File: src/design/ilr_pkg.sv
package ilr_pkg;

	// Storage geometry
	localparam int DEPTH  = 64;
	localparam int IDX_W  = (DEPTH > 1) ? $clog2(DEPTH) : 1;
	localparam int CNT_W  = $clog2(DEPTH + 1);

	// Fixed field widths
	localparam int WORD_W = 32;
	localparam int CMD_W  = 2;
	localparam int POS_W  = 7;
	localparam int LEN_W  = 7;
	localparam int ST_W   = 2;
	localparam int CAP_W  = 7;

	// Common compare width for position, count and capacity
	localparam int CMP_W  = (CNT_W > POS_W) ? CNT_W : POS_W;

	// Read gather: cells per first-level OR group
	localparam int GRP    = 8;
	localparam int NGRP   = (DEPTH + GRP - 1) / GRP;

	localparam logic [CAP_W-1:0] CAP_RESET = 7'd64;

	typedef logic [WORD_W-1:0] word_t;
	typedef logic [IDX_W-1:0]  idx_t;
	typedef logic [CNT_W-1:0]  cnt_t;
	typedef logic [CMP_W-1:0]  cmp_t;
	typedef logic [LEN_W-1:0]  len_t;

	typedef enum logic [CMD_W-1:0] {
		CMD_INSERT = 2'd0,
		CMD_REMOVE = 2'd1,
		CMD_READ   = 2'd2
	} cmd_t;

	typedef enum logic [ST_W-1:0] {
		ST_DONE  = 2'd0,
		ST_FULL  = 2'd1,
		ST_RANGE = 2'd2
	} status_t;

	// Broadcast to every cell; ins/rem/rd are set only for a command that succeeds
	typedef struct packed {
		logic  ins;
		logic  rem;
		logic  rd;
		cmp_t  pos;
		word_t data;
	} cell_ctrl_t;

endpackage

File: src/design/ilr_cell.sv
module ilr_cell (
	input  logic                clk,
	input  ilr_pkg::idx_t       idx,
	input  ilr_pkg::cell_ctrl_t ctrl,
	input  ilr_pkg::word_t      lower,
	input  ilr_pkg::word_t      upper,
	output ilr_pkg::word_t      entry,
	output ilr_pkg::word_t      tap
);

	ilr_pkg::word_t entry_q;
	ilr_pkg::cmp_t  my_idx;
	logic           at_pos;
	logic           above_pos;

	assign my_idx    = ilr_pkg::cmp_t'(idx);
	assign at_pos    = (my_idx == ctrl.pos);
	assign above_pos = (my_idx > ctrl.pos);

	// Insert pulls from the lower neighbor, remove from the upper one
	always_ff @(posedge clk) begin
		if (ctrl.ins) begin
			if (at_pos) begin
				entry_q <= ctrl.data;
			end else if (above_pos) begin
				entry_q <= lower;
			end
		end else if (ctrl.rem) begin
			if (at_pos || above_pos) begin
				entry_q <= upper;
			end
		end
	end

	assign entry = entry_q;
	// Only the addressed cell drives the read gather
	assign tap   = (ctrl.rd && at_pos) ? entry_q : '0;

endmodule

File: config.mk
export PLATFORM = sky130hd
export DESIGN_NAME = ilr_cell
export DESIGN_NICKNAME = d
export VERILOG_FILES = /design/src/design/ilr_pkg.sv /design/src/design/ilr_cell.sv
export SDC_FILE = /design/constraint.sdc
export NUM_CORES = 1
export LEC_CHECK = 0
export ABC_AREA = 0
export BUFFER_PORTS_ARGS = -buffer_cell sky130_fd_sc_hd__buf_4
export CAP_MARGIN = 5
export CORE_ASPECT_RATIO = 0.5
export CORE_UTILIZATION = 30
export CTS_BUF_LIST = sky130_fd_sc_hd__clkbuf_8
export DETAILED_ROUTE_END_ITERATION = 10
export HOLD_SLACK_MARGIN = 0.1
export SYNTH_ARGS = -nofsm -noshare
export SYNTH_HDL_FRONTEND = slang
export SYNTH_SLANG_ARGS = --single-unit
File: constraint.sdc
create_clock -name clk -period 5.3 [get_ports clk]
set_clock_uncertainty 0.15 [all_clocks]
set_input_delay 0.265 -clock clk [delete_from_list [all_inputs] [get_ports clk]]
set_output_delay 0.265 -clock clk [all_outputs]
set_load 0.02 [all_outputs]
==> After elaboration in Yosys (flattened, before gate mapping) <==
Index checks and enable logic that the tools add are counted.
{ "word_totals": {"regBits": 32, "latchBits": 0, "ramBits": 0, "mem_bits_ro": 0, "out_inout_bits": 64, "wordCells": 15, "memories": 0} }
{ "classes": {"add_sub_neg": 0, "n_mul": 0, "div_mod_pow": 0, "n_lt_le_gt_ge": 1, "n_eq_ne": 2, "shift": 0, "muxes": 6, "bitwise_logic": 0, "n_reduce_logical": 5} }
{ "op_table": {"columns": ["operator", "n"], "rows": [
  ["$mux W32", 6],
  ["$eq A6 B7 Y1", 1],
  ["$gt A6 B7 Y1", 1],
  ["$reduce_bool A2 Y1", 2],
  ["$ne A3 B1 Y1 const B", 1],
  ["$reduce_and A3 Y1", 1],
  ["$logic_and A1 B1 Y1", 1],
  ["$logic_or A1 B1 Y1", 1]
]} }

==> Longest topological paths before layout <==
{ "depth": {"word_depth": 5, "depth_mapped": 7} }

==> Least setup slack after synthesis <==
No wires, ideal clock.
{ "synth_path": {"path_type": "input to register", "from": "in ctrl[37] in the netlist's numbering", "to": "reg entry_q[0] (netlist: entry[0]), enable pin", "arrival_time_ns": 3.522, "required_ns": 4.678, "slack_ns": 1.156, "path_stages": 6, "n_path_buf": 1, "path_cell_list": "inv_1 -> ha_1 -> and4b_1 -> buf_6 -> o21ai_0 -> o32ai_1"} }
{ "synth_via": {"elab_chain_cells": 4} }
{ "synth_lines": {"columns": ["element", "line_no", "text"], "rows": [
  ["from (decl)", "ilr_cell.sv:4", "input ilr_pkg::cell_ctrl_t ctrl,"],
  ["$gt A6 B7 Y1 or $eq A6 B7 Y1 (tied branches)", "ilr_cell.sv:18, ilr_cell.sv:17", null],
  ["$logic_or A1 B1 Y1", "ilr_cell.sv:29", "if (at_pos || above_pos) begin"],
  ["$reduce_bool A2 Y1 (no source line)", null, null],
  ["$reduce_and A3 Y1 (no source line) (*)", null, null],
  ["to (signal assigned)", "ilr_cell.sv:24", "entry_q <= ctrl.data;"],
  ["to (signal assigned)", "ilr_cell.sv:26", "entry_q <= lower;"],
  ["to (signal assigned)", "ilr_cell.sv:30", "entry_q <= upper;"],
  ["to (decl)", "ilr_cell.sv:11", "ilr_pkg::word_t entry_q;"]
]} }
Mark *: on every way between the ends. The rest lies on a longest branch, timed or not.
A chain may end at the register's enable or synchronous reset.

==> Worst setup path in the final report <==
{ "layout_path": {"from": "in idx[1]", "to": "out tap[18]"} }
{ "layout_via": {"elab_chain_cells": 3} }
{ "layout_lines": {"columns": ["element", "line_no", "text"], "rows": [
  ["from (decl)", "ilr_cell.sv:3", "input ilr_pkg::idx_t idx,"],
  ["$eq A6 B7 Y1", "ilr_cell.sv:17", "assign at_pos = (my_idx == ctrl.pos);"],
  ["$logic_and A1 B1 Y1", "ilr_cell.sv:37", "assign tap = (ctrl.rd && at_pos) ? entry_q : '0;"],
  ["$mux W32", "ilr_cell.sv:37", null],
  ["to (decl)", "ilr_cell.sv:8", "output ilr_pkg::word_t tap"]
]} }
No other way between the ends.

==> out/results.tsv <==
stage	metric	value	unit
setup_path	Critical Path Start Type	primary input	
routing	DRC violations left	0	
routing	post-route antenna net violation count	0	
cts	# hold bufs at CTS	0	
die	initial cell density of the core	32.1	%
cts	Post-CTS Setup Inserts	0	
setup_path	kind of critical path	in2out	
timing	relative slew slack	23.9	%
setup_path	CP endpoint kind	primary output	
layout	ratio of cells with drive above 1 in the final layout	49.5	%
power_and_ir_drop	static leakage power	0.00171	uW
layout	number of nets in the final layout	522	
placement	GPL Wtd Cong	0.903	
power_and_ir_drop	cell area power density	208	nW/um^2
routing	drt total wl	7720	um
yosys	synthesis-stage register bit count	32	
layout	fill cell count	651	
routing	number of detailed-route iterations in the first pass	5	
global_routing	global-route wire length before repair	11900	um
yosys	xor/xnor share of the synthesized area	0	%
die	Core Area	6940	um^2
global_routing	vias in the first global route	2332	
global_routing	antenna violations before repair	0	
timing	count of final max-slew check failures	0	
cts	Worst-path clk slew	0.06	ns
cts	number of cells upsized or downsized after cts	0	
cts	number of buffers inserted during clock tree synthesis	5	
routing	via count	2442	
layout	Ant. Diodes	0	
die	die extent in y	62.9	um
power_and_ir_drop	peak supply drop	0.0000890	V
setup_path	CP Data Required Time	4.89	ns
routing	highest metal layer used by the detailed router	met4	
layout	max reg flops	32	
cts	H-Tree Depth	2	
power_and_ir_drop	portion of total power attributed to sequential cells	42.5	%
yosys	Yosys warning count	0	
yosys	net count of the mapped netlist	363	
die	die area	7800	um^2
cts	Root Buffer Master	clkbuf_8	
yosys	syn avg cell area	9.13	um^2
yosys	area fraction in compound gates after synthesis	17.7	%
cts	TritonCTS clock tree	built	
yosys	arithmetic-cell share of the synthesized area counting full adders, half adders and majority gates	3.37	%
worst_hold_path	type of the tightest min-delay check	in2reg	
power_and_ir_drop	Overall Power	759	uW
die	number of primary I/O pins	177	
routing	length of routed met2 wiring	4100	um
yosys	combinational family with the most area after synthesis	simple AND/OR/NAND/NOR gates	
yosys	share of synthesized cell area in and, or, nand and nor gates	27.1	%
timing	number of setup violations in the final report	0	
routing	violation count after the first detailed-routing iteration	170	
layout	layout overhead on the synthesized area	63.3	%
yosys	Yosys cell types	25	
layout	leading cell type in the layout, fill and taps excluded	buf_4	
placement	count of port buffers added during placement	176	
power_and_ir_drop	Sw Pwr	208	uW
timing	final worst-path setup slack	1.78	ns
cts	number of sinks handled by clock tree synthesis	32	
routing	routed length per placed instance	15.6	um
cts	CTS max path bufs	2	
placement	Place WS	1.82	ns
placement	HPWL after detailed placement	5640	um
yosys	Cell Area, Synth	2230	um^2
die	number of rows in the core area	21	
setup_path	biggest fanout along the worst timing path	33	
routing	Routed met1 length	3220	um
run_status	run status	finished clean	
timing	Slew @ Worst Pin	1.14	ns
global_routing	GR Overflow Total	0	
timing	RSZ-0062 raised after global routing	no	
power_and_ir_drop	cell internal power dissipation	550	uW
power_and_ir_drop	share of total power in the clock network	29.4	%
timing	Total Neg Setup Slack	0	ns
global_routing	All-Layer GR Usage	19.9	%
timing	share of the clock period used by the worst path	66.4	%
yosys	share of the yosys chip area belonging to registers	43.1	%
timing	final critical delay including setup and external delays	3.52	ns
flow_run	max-cap viol count	0	
routing	post-detailed-route via-to-cell ratio	4.92	
power_and_ir_drop	Logic pwr share	28.0	%
yosys	number of cells produced by synthesis	244	
timing	fmax	284	MHz
die	Chip Width	124	um
layout	commonest non-fill, non-tap cells in the layout	179 x buf_4, 33 x and3_1, 33 x o21ai_0, 33 x nor2_1	
timing	final hold viol count	0	
routing	routed wire length on met3	375	um
global_routing	pin count of the biggest net entering global routing	66	
yosys	share of cell area taken by muxes after synthesis	0	%
setup_path	Critical Path AT	3.10	ns
power_and_ir_drop	switching power as a share of total power	27.5	%
## cell type report
type                    instances  area, um^2  share of cell area [%]
well taps                      92         115                    3.16
clock inverters                 3        37.5                    1.03
repair buffers                179        1340                    36.9
multi-input cells             179        1090                    30.0
clock buffers                   5        68.8                    1.89
inverters                       6        22.5                   0.619
flip-flops and latches         32         961                    26.4
## stage by stage
stage          utilization [%]  hold WS, ns  std cells  area, um^2
2_1_floorplan                -        0.364        244        2230
3_3_place_gp              50.9        0.453        488        3530
3_5_place_dp              50.9        0.466        488        3530
4_1_cts                   52.5        0.178        496        3640
5_1_grt                   52.5        0.177        496        3640
6_report                  52.5        0.185        496        3640
## synthesized netlist by cell type (all sizes together)
| master | instances | area share (%) |
|---|---|---|
| o21ai | 33 | 7.4 |
| inv | 6 | 1.0 |
| edfxtp | 32 | 43 |
| a21oi | 1 | 0.22 |
| a211oi | 1 | 0.34 |
| a31oi | 32 | 9.0 |
| and4b | 1 | 0.45 |
| or2 | 1 | 0.28 |
| nor2 | 34 | 5.8 |
| buf | 10 | 4.3 |
| a21o | 1 | 0.34 |
| nand2b | 1 | 0.28 |
| dlygate4sd1 | 2 | 0.79 |
| clkbuf | 15 | 2.7 |
| nand4b | 1 | 1.1 |
| ha | 6 | 3.4 |
| o32ai | 1 | 0.39 |
| nand3 | 33 | 9.9 |
| and3 | 33 | 9.3 |
## power groups by stage
stage | sequential (uW) | combinational, uW | clock, uW
2_1_floorplan | 356 | 70.8 | 0
3_3_place_gp | 328 | 211 | 0
3_5_place_dp | 329 | 214 | 0
4_1_cts | 323 | 214 | 230
5_1_grt | 326 | 231 | 240
6_report | 323 | 213 | 223
## worst paths after layout
check,from,cells after the start,end,slack [ns]
max,idx[1],6,tap[18],1.78
min,upper[0],3,entry[0]$_DFFE_PP_,0.19
## worst max-delay path, stage by stage
cell	delay, ns
buf_4	0.11
ha_1	0.30
nand3_1	0.77
nor2_2	1.21
and3_1	0.28
buf_4	0.14
## kinds of logic after synthesis
logic type                 after synthesis
adders and majority gates                6
buffers and inverters                   33
AOI/OAI and AO/OA                       69
DFF                                     32
and+or+nand+nor                        104
## layer usage
layer,vias up,global-route usage (%)
met5,-,0
met4,0,3.61
met3,2,2.92
met2,71,36.5
met1,1136,24.5
li1,1233,-
Note: power is estimated with default switching activity, not from simulation.
